[src/rtl/u16u8_pkg.sv]
// Shared types, constants and UTF-8 encoding helpers for the UTF-16 to UTF-8 transcoder.
// Used by the front, queue, back and top-level modules; depends on nothing.
package u16u8_pkg;

  localparam int CP_W          = 21;  // code point width
  localparam int CNT_W         = 17;  // output byte count / capacity register width
  localparam int SUM_W         = 21;  // width for count plus code point lengths and clamp
  localparam int MAX_CAPACITY  = 65536;
  localparam int QUEUE_DEPTH   = 4;
  localparam int CFG_ADDR_W    = 3;
  localparam int CFG_DATA_W    = 32;

  localparam logic [CNT_W-1:0] CAP_RESET = 17'h10000;

  // register indexes
  localparam logic REG_LSB_FIRST    = 1'b0;
  localparam logic REG_OUT_CAPACITY = 1'b1;

  localparam logic [CP_W-1:0] CP_SUPP_BASE = 21'h10000;
  localparam logic [CP_W-1:0] CP_MAX_1B    = 21'h00007F;
  localparam logic [CP_W-1:0] CP_MAX_2B    = 21'h0007FF;
  localparam logic [CP_W-1:0] CP_MAX_3B    = 21'h00FFFF;

  localparam logic [5:0] HIGH_SURR_TAG = 6'b110110;  // 0xD800..0xDBFF
  localparam logic [5:0] LOW_SURR_TAG  = 6'b110111;  // 0xDC00..0xDFFF

  localparam logic [7:0] LEAD_2B = 8'hC0;
  localparam logic [7:0] LEAD_3B = 8'hE0;
  localparam logic [7:0] LEAD_4B = 8'hF0;
  localparam logic [7:0] CONT_B  = 8'h80;

  // One queued request: up to two code points to encode, then an optional full status.
  typedef struct packed {
    logic [CP_W-1:0] cp0;
    logic [CP_W-1:0] cp1;
    logic [1:0]      ncp;
    logic            full;
  } u16u8_rec_t;

  typedef struct packed {
    logic       push;
    u16u8_rec_t rec;
  } u16u8_push_t;

  typedef struct packed {
    logic full;
    logic empty;
  } u16u8_qstat_t;

  function automatic logic [2:0] utf8_len(input logic [CP_W-1:0] cp);
    logic [2:0] n;
    if (cp <= CP_MAX_1B) begin
      n = 3'd1;
    end else if (cp <= CP_MAX_2B) begin
      n = 3'd2;
    end else if (cp <= CP_MAX_3B) begin
      n = 3'd3;
    end else begin
      n = 3'd4;
    end
    return n;
  endfunction

  function automatic logic [7:0] utf8_byte(input logic [CP_W-1:0] cp,
                                           input logic [2:0] len,
                                           input logic [1:0] idx);
    logic [7:0] b;
    b = 8'h00;
    unique case (len)
      3'd1: b = {1'b0, cp[6:0]};
      3'd2: begin
        if (idx == 2'd0) b = LEAD_2B | {3'b000, cp[10:6]};
        else             b = CONT_B  | {2'b00, cp[5:0]};
      end
      3'd3: begin
        case (idx)
          2'd0:    b = LEAD_3B | {4'b0000, cp[15:12]};
          2'd1:    b = CONT_B  | {2'b00, cp[11:6]};
          default: b = CONT_B  | {2'b00, cp[5:0]};
        endcase
      end
      default: begin
        case (idx)
          2'd0:    b = LEAD_4B | {5'b00000, cp[20:18]};
          2'd1:    b = CONT_B  | {2'b00, cp[17:12]};
          2'd2:    b = CONT_B  | {2'b00, cp[11:6]};
          default: b = CONT_B  | {2'b00, cp[5:0]};
        endcase
      end
    endcase
    return b;
  endfunction

endpackage

[src/rtl/utf16_to_utf8_transcoder_core.sv]
// Top level of the UTF-16 to UTF-8 transcoder: configuration registers and block wiring.
// Depends on u16u8_pkg, u16u8_front, u16u8_queue and u16u8_back.
//
//   channel  direction  handshake              payload
//   in       sink       in_valid / in_stall    in_byte_first, in_byte_second,
//                                              in_stream_start, in_stream_end
//   out      source     out_valid / out_stall  out_byte, out_byte_valid,
//                                              out_run_last, out_buffer_full
//   cfg      APB slave  psel/penable/pwrite    paddr, pwdata, prdata, pready
//
// The front end takes one code unit per cycle while the request queue has room; a unit
// turns into 0 to 6 results. The back end sends one result per cycle from its output
// register while out_stall is low, so an item gives one result per UTF-8 byte or full status
// (1 for an ASCII unit, 2 or 3 for other BMP units, 4 for a surrogate pair, up to 6 when
// a held surrogate is flushed ahead of a 3-byte unit).
// Synchronous active-low reset clears the held surrogate, byte count, stop latch, the queue
// and the output valid flag, and loads the register reset values.
// A stall on the output holds the current result; the front keeps accepting until the
// queue of QUEUE_DEPTH requests fills, then raises in_stall.
module utf16_to_utf8_transcoder_core #(
  parameter int MAX_CAPACITY = u16u8_pkg::MAX_CAPACITY,
  parameter int QUEUE_DEPTH  = u16u8_pkg::QUEUE_DEPTH
) (
  input  logic                             clk,
  input  logic                             rst_n,
  input  logic                             in_valid,
  output logic                             in_stall,
  input  logic [7:0]                       in_byte_first,
  input  logic [7:0]                       in_byte_second,
  input  logic                             in_stream_start,
  input  logic                             in_stream_end,
  output logic                             out_valid,
  input  logic                             out_stall,
  output logic [7:0]                       out_byte,
  output logic                             out_byte_valid,
  output logic                             out_run_last,
  output logic                             out_buffer_full,
  input  logic                             psel,
  input  logic                             penable,
  input  logic                             pwrite,
  input  logic [u16u8_pkg::CFG_ADDR_W-1:0] paddr,
  input  logic [u16u8_pkg::CFG_DATA_W-1:0] pwdata,
  output logic [u16u8_pkg::CFG_DATA_W-1:0] prdata,
  output logic                             pready
);

  logic                           le_r;
  logic [u16u8_pkg::CNT_W-1:0]    cap_r;
  logic                           cfg_wr, accept, pop;
  u16u8_pkg::u16u8_push_t         push;
  u16u8_pkg::u16u8_rec_t          head;
  u16u8_pkg::u16u8_qstat_t        stat;

  assign pready = 1'b1;
  assign cfg_wr = psel && penable && pwrite && pready;

  // register index sits at paddr[2]: one word per register
  always_ff @(posedge clk) begin
    if (!rst_n) begin
      le_r  <= 1'b1;
      cap_r <= u16u8_pkg::CAP_RESET;
    end else if (cfg_wr) begin
      case (paddr[2])
        u16u8_pkg::REG_LSB_FIRST: le_r  <= pwdata[0];
        default:                  cap_r <= pwdata[u16u8_pkg::CNT_W-1:0];
      endcase
    end
  end

  always_comb begin
    case (paddr[2])
      u16u8_pkg::REG_LSB_FIRST:
        prdata = {{(u16u8_pkg::CFG_DATA_W-1){1'b0}}, le_r};
      default:
        prdata = {{(u16u8_pkg::CFG_DATA_W-u16u8_pkg::CNT_W){1'b0}}, cap_r};
    endcase
  end

  // hold off new units only when the queue cannot take another request
  assign in_stall = stat.full;
  assign accept   = in_valid && !in_stall;

  u16u8_front #(
    .MAX_CAPACITY(MAX_CAPACITY)
  ) u_front (
    .clk          (clk),
    .rst_n        (rst_n),
    .accept       (accept),
    .byte_first   (in_byte_first),
    .byte_second  (in_byte_second),
    .stream_start (in_stream_start),
    .stream_end   (in_stream_end),
    .lsb_first    (le_r),
    .out_capacity (cap_r),
    .push_o       (push)
  );

  u16u8_queue #(
    .DEPTH(QUEUE_DEPTH)
  ) u_queue (
    .clk   (clk),
    .rst_n (rst_n),
    .push_i(push),
    .pop   (pop),
    .head  (head),
    .stat  (stat)
  );

  u16u8_back u_back (
    .clk            (clk),
    .rst_n          (rst_n),
    .head           (head),
    .stat           (stat),
    .pop            (pop),
    .out_valid      (out_valid),
    .out_stall      (out_stall),
    .out_byte       (out_byte),
    .out_byte_valid (out_byte_valid),
    .out_run_last   (out_run_last),
    .out_buffer_full(out_buffer_full)
  );

endmodule

[src/rtl/u16u8_front.sv]
// Front end: accepts code units, pairs surrogates, checks capacity and queues encode requests.
// Depends on u16u8_pkg.
module u16u8_front #(
  parameter int MAX_CAPACITY = u16u8_pkg::MAX_CAPACITY
) (
  input  logic                        clk,
  input  logic                        rst_n,
  input  logic                        accept,
  input  logic [7:0]                  byte_first,
  input  logic [7:0]                  byte_second,
  input  logic                        stream_start,
  input  logic                        stream_end,
  input  logic                        lsb_first,
  input  logic [u16u8_pkg::CNT_W-1:0] out_capacity,
  output u16u8_pkg::u16u8_push_t      push_o
);

  localparam int SW = u16u8_pkg::SUM_W;
  localparam logic [SW-1:0] MAX_CAP = SW'(MAX_CAPACITY);

  logic [15:0]                  held_r, held_nxt;
  logic                         held_valid_r, held_valid_nxt;
  logic [u16u8_pkg::CNT_W-1:0]  count_r, count_nxt;
  logic                         stopped_r, stopped_nxt;

  logic [15:0]                  held_e;
  logic                         held_valid_e, stopped_e;
  logic [u16u8_pkg::CNT_W-1:0]  count_e;
  logic [15:0]                  w;
  logic                         is_low, is_high, pair;
  logic                         a_vld, b_vld, fit_a, fit_b;
  logic [u16u8_pkg::CP_W-1:0]   cp_a, cp_b;
  logic [SW-1:0]                cap_e, sum_a, sum_b, base_b;
  u16u8_pkg::u16u8_rec_t        rec;

  always_comb begin
    // stream start clears everything before the unit is looked at
    held_e       = stream_start ? 16'h0000 : held_r;
    held_valid_e = stream_start ? 1'b0 : held_valid_r;
    count_e      = stream_start ? '0 : count_r;
    stopped_e    = stream_start ? 1'b0 : stopped_r;

    w       = lsb_first ? {byte_second, byte_first} : {byte_first, byte_second};
    is_low  = (w[15:10] == u16u8_pkg::LOW_SURR_TAG);
    is_high = (w[15:10] == u16u8_pkg::HIGH_SURR_TAG);
    pair    = held_valid_e && is_low;

    cap_e = ({{(SW-u16u8_pkg::CNT_W){1'b0}}, out_capacity} > MAX_CAP) ?
            MAX_CAP : {{(SW-u16u8_pkg::CNT_W){1'b0}}, out_capacity};

    a_vld = held_valid_e;
    cp_a  = pair ? (u16u8_pkg::CP_SUPP_BASE + {1'b0, held_e[9:0], w[9:0]})
                 : {5'b00000, held_e};
    b_vld = !pair && (w != 16'h0000) && !(is_high && !stream_end);
    cp_b  = {5'b00000, w};

    sum_a  = {{(SW-u16u8_pkg::CNT_W){1'b0}}, count_e}
             + {{(SW-3){1'b0}}, u16u8_pkg::utf8_len(cp_a)};
    fit_a  = sum_a < cap_e;
    base_b = (a_vld && fit_a) ? sum_a : {{(SW-u16u8_pkg::CNT_W){1'b0}}, count_e};
    sum_b  = base_b + {{(SW-3){1'b0}}, u16u8_pkg::utf8_len(cp_b)};
    fit_b  = sum_b < cap_e;

    rec.cp0  = cp_a;
    rec.cp1  = cp_b;
    rec.ncp  = 2'd0;
    rec.full = 1'b0;

    held_nxt       = held_e;
    held_valid_nxt = held_valid_e;
    count_nxt      = count_e;
    stopped_nxt    = stopped_e;

    if (!stopped_e) begin
      if (a_vld) begin
        held_nxt       = 16'h0000;
        held_valid_nxt = 1'b0;
        if (!fit_a) begin
          rec.full    = 1'b1;
          stopped_nxt = 1'b1;
        end else begin
          rec.ncp   = 2'd1;
          count_nxt = sum_a[u16u8_pkg::CNT_W-1:0];
          if (b_vld) begin
            if (fit_b) begin
              rec.ncp   = 2'd2;
              count_nxt = sum_b[u16u8_pkg::CNT_W-1:0];
            end else begin
              rec.full    = 1'b1;
              stopped_nxt = 1'b1;
            end
          end
        end
      end else if (b_vld) begin
        rec.cp0 = cp_b;
        if (fit_b) begin
          rec.ncp   = 2'd1;
          count_nxt = sum_b[u16u8_pkg::CNT_W-1:0];
        end else begin
          rec.full    = 1'b1;
          stopped_nxt = 1'b1;
        end
      end
      // a new high surrogate waits for its partner unless the stream ends here or output has stopped
      if (!pair && !stopped_nxt && is_high && !stream_end) begin
        held_nxt       = w;
        held_valid_nxt = 1'b1;
      end
    end

    push_o.push = accept && ((rec.ncp != 2'd0) || rec.full);
    push_o.rec  = rec;
  end

  always_ff @(posedge clk) begin
    if (!rst_n) begin
      held_r       <= 16'h0000;
      held_valid_r <= 1'b0;
      count_r      <= '0;
      stopped_r    <= 1'b0;
    end else if (accept) begin
      held_r       <= held_nxt;
      held_valid_r <= held_valid_nxt;
      count_r      <= count_nxt;
      stopped_r    <= stopped_nxt;
    end
  end

endmodule

[src/rtl/u16u8_queue.sv]
// Short request queue between front and back ends.
// Depends on u16u8_pkg.
module u16u8_queue #(
  parameter int DEPTH = u16u8_pkg::QUEUE_DEPTH
) (
  input  logic                    clk,
  input  logic                    rst_n,
  input  u16u8_pkg::u16u8_push_t  push_i,
  input  logic                    pop,
  output u16u8_pkg::u16u8_rec_t   head,
  output u16u8_pkg::u16u8_qstat_t stat
);

  localparam int PW = (DEPTH > 1) ? $clog2(DEPTH) : 1;
  localparam int CW = $clog2(DEPTH + 1);
  localparam logic [PW-1:0] LAST_PTR = PW'(DEPTH - 1);
  localparam logic [CW-1:0] FULL_CNT = CW'(DEPTH);

  u16u8_pkg::u16u8_rec_t mem_r [DEPTH];
  logic [PW-1:0] wr_ptr_r, wr_ptr_nxt, rd_ptr_r, rd_ptr_nxt;
  logic [CW-1:0] cnt_r, cnt_nxt;
  logic          do_push, do_pop;

  always_comb begin
    do_push    = push_i.push && (cnt_r != FULL_CNT);
    do_pop     = pop && (cnt_r != '0);
    wr_ptr_nxt = wr_ptr_r;
    rd_ptr_nxt = rd_ptr_r;
    cnt_nxt    = cnt_r;
    if (do_push) wr_ptr_nxt = (wr_ptr_r == LAST_PTR) ? '0 : wr_ptr_r + 1'b1;
    if (do_pop)  rd_ptr_nxt = (rd_ptr_r == LAST_PTR) ? '0 : rd_ptr_r + 1'b1;
    if (do_push && !do_pop) cnt_nxt = cnt_r + 1'b1;
    if (do_pop && !do_push) cnt_nxt = cnt_r - 1'b1;
    head       = mem_r[rd_ptr_r];
    stat.full  = (cnt_r == FULL_CNT);
    stat.empty = (cnt_r == '0);
  end

  always_ff @(posedge clk) begin
    if (do_push) mem_r[wr_ptr_r] <= push_i.rec;
  end

  always_ff @(posedge clk) begin
    if (!rst_n) begin
      wr_ptr_r <= '0;
      rd_ptr_r <= '0;
      cnt_r    <= '0;
    end else begin
      wr_ptr_r <= wr_ptr_nxt;
      rd_ptr_r <= rd_ptr_nxt;
      cnt_r    <= cnt_nxt;
    end
  end

endmodule

[src/rtl/u16u8_back.sv]
// Back end: expands requests into UTF-8 bytes in the output register, one result per unstalled cycle.
// Depends on u16u8_pkg.
module u16u8_back (
  input  logic                    clk,
  input  logic                    rst_n,
  input  u16u8_pkg::u16u8_rec_t   head,
  input  u16u8_pkg::u16u8_qstat_t stat,
  output logic                    pop,
  output logic                    out_valid,
  input  logic                    out_stall,
  output logic [7:0]              out_byte,
  output logic                    out_byte_valid,
  output logic                    out_run_last,
  output logic                    out_buffer_full
);

  logic [1:0] cpi_r, cpi_nxt;
  logic [1:0] bi_r, bi_nxt;
  logic       valid_r, valid_nxt;
  logic [7:0] byte_r, byte_nxt;
  logic       bvld_r, bvld_nxt, last_r, last_nxt, full_r, full_nxt;

  logic [u16u8_pkg::CP_W-1:0] cur_cp;
  logic [2:0]                 len;
  logic                       load, in_data, cp_done, done;

  always_comb begin
    load    = !stat.empty && (!valid_r || !out_stall);
    cur_cp  = cpi_r[0] ? head.cp1 : head.cp0;
    len     = u16u8_pkg::utf8_len(cur_cp);
    in_data = cpi_r < head.ncp;
    cp_done = ({1'b0, bi_r} + 3'd1) == len;

    cpi_nxt  = cpi_r;
    bi_nxt   = bi_r;
    done     = 1'b0;
    byte_nxt = u16u8_pkg::utf8_byte(cur_cp, len, bi_r);
    bvld_nxt = 1'b1;
    full_nxt = 1'b0;

    if (in_data) begin
      if (cp_done) begin
        bi_nxt = 2'd0;
        if ((cpi_r + 2'd1) < head.ncp || head.full) begin
          cpi_nxt = cpi_r + 2'd1;
        end else begin
          done = 1'b1;
        end
      end else begin
        bi_nxt = bi_r + 2'd1;
      end
    end else begin
      // full status closes the request
      byte_nxt = 8'h00;
      bvld_nxt = 1'b0;
      full_nxt = 1'b1;
      done     = 1'b1;
    end
    last_nxt = done;
    if (done) begin
      cpi_nxt = 2'd0;
      bi_nxt  = 2'd0;
    end

    pop       = load && done;
    valid_nxt = load ? 1'b1 : (valid_r && out_stall);
  end

  always_ff @(posedge clk) begin
    if (!rst_n) begin
      valid_r <= 1'b0;
      cpi_r   <= 2'd0;
      bi_r    <= 2'd0;
    end else begin
      valid_r <= valid_nxt;
      if (load) begin
        cpi_r <= cpi_nxt;
        bi_r  <= bi_nxt;
      end
    end
  end

  always_ff @(posedge clk) begin
    if (load) begin
      byte_r <= byte_nxt;
      bvld_r <= bvld_nxt;
      last_r <= last_nxt;
      full_r <= full_nxt;
    end
  end

  assign out_valid       = valid_r;
  assign out_byte        = byte_r;
  assign out_byte_valid  = bvld_r;
  assign out_run_last    = last_r;
  assign out_buffer_full = full_r;

endmodule
[config.mk]
export PLATFORM = sky130hd
export DESIGN_NAME = utf16_to_utf8_transcoder_core
export DESIGN_NICKNAME = d
export VERILOG_FILES = /design/src/rtl/u16u8_pkg.sv /design/src/rtl/utf16_to_utf8_transcoder_core.sv /design/src/rtl/u16u8_front.sv /design/src/rtl/u16u8_queue.sv /design/src/rtl/u16u8_back.sv
export SDC_FILE = /design/constraint.sdc
export NUM_CORES = 1
export LEC_CHECK = 0
export BUFFER_PORTS_ARGS = -buffer_cell sky130_fd_sc_hd__buf_2
export CORE_MARGIN = 10
export CORE_UTILIZATION = 55
export CTS_CLUSTER_SIZE = 10
export DETAILED_ROUTE_END_ITERATION = 16
export PLACE_DENSITY = 0.84
export SLEW_MARGIN = 20
export SYNTH_ARGS = -nofsm -noshare
export SYNTH_HDL_FRONTEND = slang
export SYNTH_SLANG_ARGS = --single-unit
[constraint.sdc]
create_clock -name clk -period 19.31 [get_ports clk]
set_input_delay 3.862 -clock clk [delete_from_list [all_inputs] [get_ports clk]]
set_output_delay 3.862 -clock clk [all_outputs]
set_load 0.02 [all_outputs]
==> impl_metrics.ini <==
[run_status]
status = completed

[cells_and_area]
layout.cells.most_common = edfxtp_1
postLayoutCellArea_mm2 = 0.0150
area_delta_synth_final_pct = 10.1
final_util_pct = 61.6
fill_cells = 1873
diodes = 0
post_route_cells_drive_above_1_share_pct = 16.7
nets = 1393
fin_cells = 1628
final_cell_mix = edfxtp_1 (171), nand2_1 (142), nor2_1 (76), buf_2 (72), dfxtp_1 (65)

[logic_synthesis]
ys_seq_area_share_pct = 47.6
synth_edf_count = 171
yosys_register_bits = 238
ys_async_sr_fraction_pct = 0
ys_warn_count = 0
synth_cells = 1239
synth_cell_types = 90
synth_flop_cell = edfxtp_1
synth_area_mm2 = 0.0136
syn_avg_cell_area_um2 = 11.0

[drt]
drtIter0Drc = 1125
via_per_inst = 6.25
drc = 0
first_pass_iters = 5
final_antenna_net_count = 0
avgRoutedWirePerCell_um = 20.7
num_vias = 10169
wirelength_um = 33700

[timing]
slew_headroom_pct = 26.9
fin_tns_setup_ns = 0
hold_viol_final = 0
setup_viol_count_final = 0
finalCriticalPeriod_ns = 15.23
timing.final.max_slew_violations = 0
hold_slack_ns = 0.450
worstMarginPinSlew_ns = 1.10
setup_slack_ns = 4.08
fin_crit_sh_pct = 78.9
rsz0062_at_grt = no
max_freq_ghz = 0.0656
finClkSkew_ns = 0.0120

[placed_design]
place_ws_ns = 3.85
port_buffers = 72
dp_hpwl_um = 22900
gp_congestion = 0.941
placed_area_mm2 = 0.0141
post-place-cells = 1576

[floorplan]
core_mm2 = 0.0243
die-area_mm2 = 0.0314
row_count = 57
die_h_um = 177
ios = 106
die_x_um = 177
initial_core_util_pct = 55.9

[critical_path]
r2r_end = u_queue.mem_r[3][2]
endpoint = u_queue.mem_r[3][2]
crit_fanout = 37
cp-end-kind = flip-flop
max_stage_delay_ns = 0.85
worst_r2r_startpoint = le_r
rrSetupSlack_ns = 6.41
rr_worst_depth = 40
crit_type = input port to flip-flop
crit_arrival_ns = 15.51
startpoint = in_byte_second[5]
start_kind = input port
crit_required_ns = 19.59
cpMaxStageDelayCell = a21oi_4

[cts]
cts_buffers = 28
clk_pin_slew_ns = 0.06
cts_setup_buffers = 0
h-tree-depth = 1
cts.sinks = 238
insertion_delay_ns = 0.56
cts_resized = 0
clock_path_buffers = 3
cts_tree = yes
hold_buffers = 0
cts_root_buffer = clkbuf_16

[grt]
antenna_found_initial = 0
grt_pass1_wl_um = 53700
grt_max_degree = 53
grtUsageTotal_pct = 21.0
overflow = 0
grt_pass1_vias = 9911

[pwr]
p_per_area_mw_per_mm2 = 85.6
ir_drop_mv = 0.0652
p_total_mw = 1.28
p_leak_nw = 5.45

[flow_run]
maxCapViolations = 0

[min_path]
hold_class = flip-flop to flip-flop
==> final cells by class <==
cell class                      count  area (µm²)  share of cell area [%]
Multi-Input combinational cell    892        6630                    44.3
Sequential cell                   238        6480                    43.3
Clock buffer                       49         800                    5.34
Timing Repair Buffer               79         413                    2.76
Tap cell                          324         405                    2.71
Inverter                           43         161                    1.08
Clock inverter                      3        90.1                   0.602
==> Yosys cell counts (7+ instances only) <==
| master | instances | area share [%] |
|---|---|---|
| edfxtp_1 | 171 | 38 |
| nand2_1 | 142 | 3.9 |
| nor2_1 | 77 | 2.1 |
| dfxtp_1 | 67 | 9.9 |
| a21oi_1 | 64 | 2.4 |
| ha_1 | 48 | 4.4 |
| inv_1 | 41 | 1.1 |
| o21ai_0 | 41 | 1.5 |
| clkbuf_1 | 40 | 1.1 |
| mux4_2 | 40 | 6.6 |
| xnor2_1 | 34 | 2.2 |
| and2_1 | 32 | 1.5 |
| mux2_2 | 30 | 2.5 |
| a21boi_0 | 28 | 1.5 |
| mux2i_1 | 26 | 1.9 |
| nand3_1 | 24 | 0.88 |
| nor2b_1 | 24 | 1.1 |
| nor3_1 | 23 | 0.85 |
| a21o_1 | 18 | 0.99 |
| buf_4 | 17 | 0.94 |
| nor4_1 | 16 | 0.74 |
| nand4_1 | 15 | 0.69 |
| xor2_1 | 14 | 0.90 |
| and3_1 | 12 | 0.55 |
| buf_2 | 11 | 0.40 |
| o211ai_1 | 11 | 0.61 |
| a22o_1 | 10 | 0.64 |
| a22oi_1 | 10 | 0.55 |
| nand2b_1 | 10 | 0.46 |
| o22ai_1 | 10 | 0.46 |
| or3_1 | 10 | 0.46 |
| buf_1 | 9 | 0.25 |
| a211oi_1 | 8 | 0.44 |
| o21ai_1 | 7 | 0.26 |
==> worst min-delay path by stage <==
stage | cells past startpoint | endpoint | from
after global routing | 2 | u_front.count_r[1] | u_front.count_r[1]
after global placement | 2 | u_front.count_r[1] | u_front.count_r[1]
after detailed placement | 2 | u_front.count_r[0] | u_front.count_r[0]
after floorplan | 2 | u_front.count_r[0] | u_front.count_r[0]
final | 2 | u_front.count_r[0] | u_front.count_r[0]
after CTS | 2 | u_front.count_r[0] | u_front.count_r[0]
==> kinds of logic (layout without fill, tap and decap cells) <==
kind of cell	count (synthesis)	count (layout)	synth area share, %
simple gates	412	412	15.0
compound gates	266	266	13.7
flops	238	238	47.6
buf+inv	123	174	4.09
mux	96	96	11.0
fa+ha+maj	51	51	4.86
xor+xnor	51	51	3.60
other cells	2	16	0.0552
==> report_power, final <==
group / switching (mW) / internal [mW]
clock network: 0.204 / 0.306
registers: 0.0113 / 0.582
logic: 0.115 / 0.0632
==> worst max-delay path, delay by kind of cell <==
family | cells | cell delay [ns]
multiplexers | 1 | 0.34
buffers and inverters | 2 | 0.32
AO/OA/AOI/OAI | 11 | 2.96
AND/OR/NAND/NOR | 21 | 6.37
XOR/XNOR | 2 | 0.38
adder cells (fa/ha/maj) | 4 | 1.22
==> sequential cells by signal, summed over array words and instances (netlist names), 2 cells and up, named ones only <==
register          count
u_queue.wr_ptr_r      2
cap_r                17
u_queue.cnt_r         3
u_back.out_byte       8
u_front.held_r       16
u_front.count_r      17
u_queue.rd_ptr_r      2
u_back.bi_r           2
u_queue.mem_r       160
u_back.cpi_r          2
==> routing by layer <==
| layer | vias up | routed length [µm] | global-route usage (%) |
|---|---|---|---|
| met4 | 0 | 1350 | 7.53 |
| met2 | 510 | 16600 | 36.1 |
| met5 | - | 0 | 0 |
| met1 | 4878 | 13100 | 26.4 |
| met3 | 106 | 2650 | 3.01 |
| li1 | 4675 | - | - |
Power figures use the tool's default switching activity.
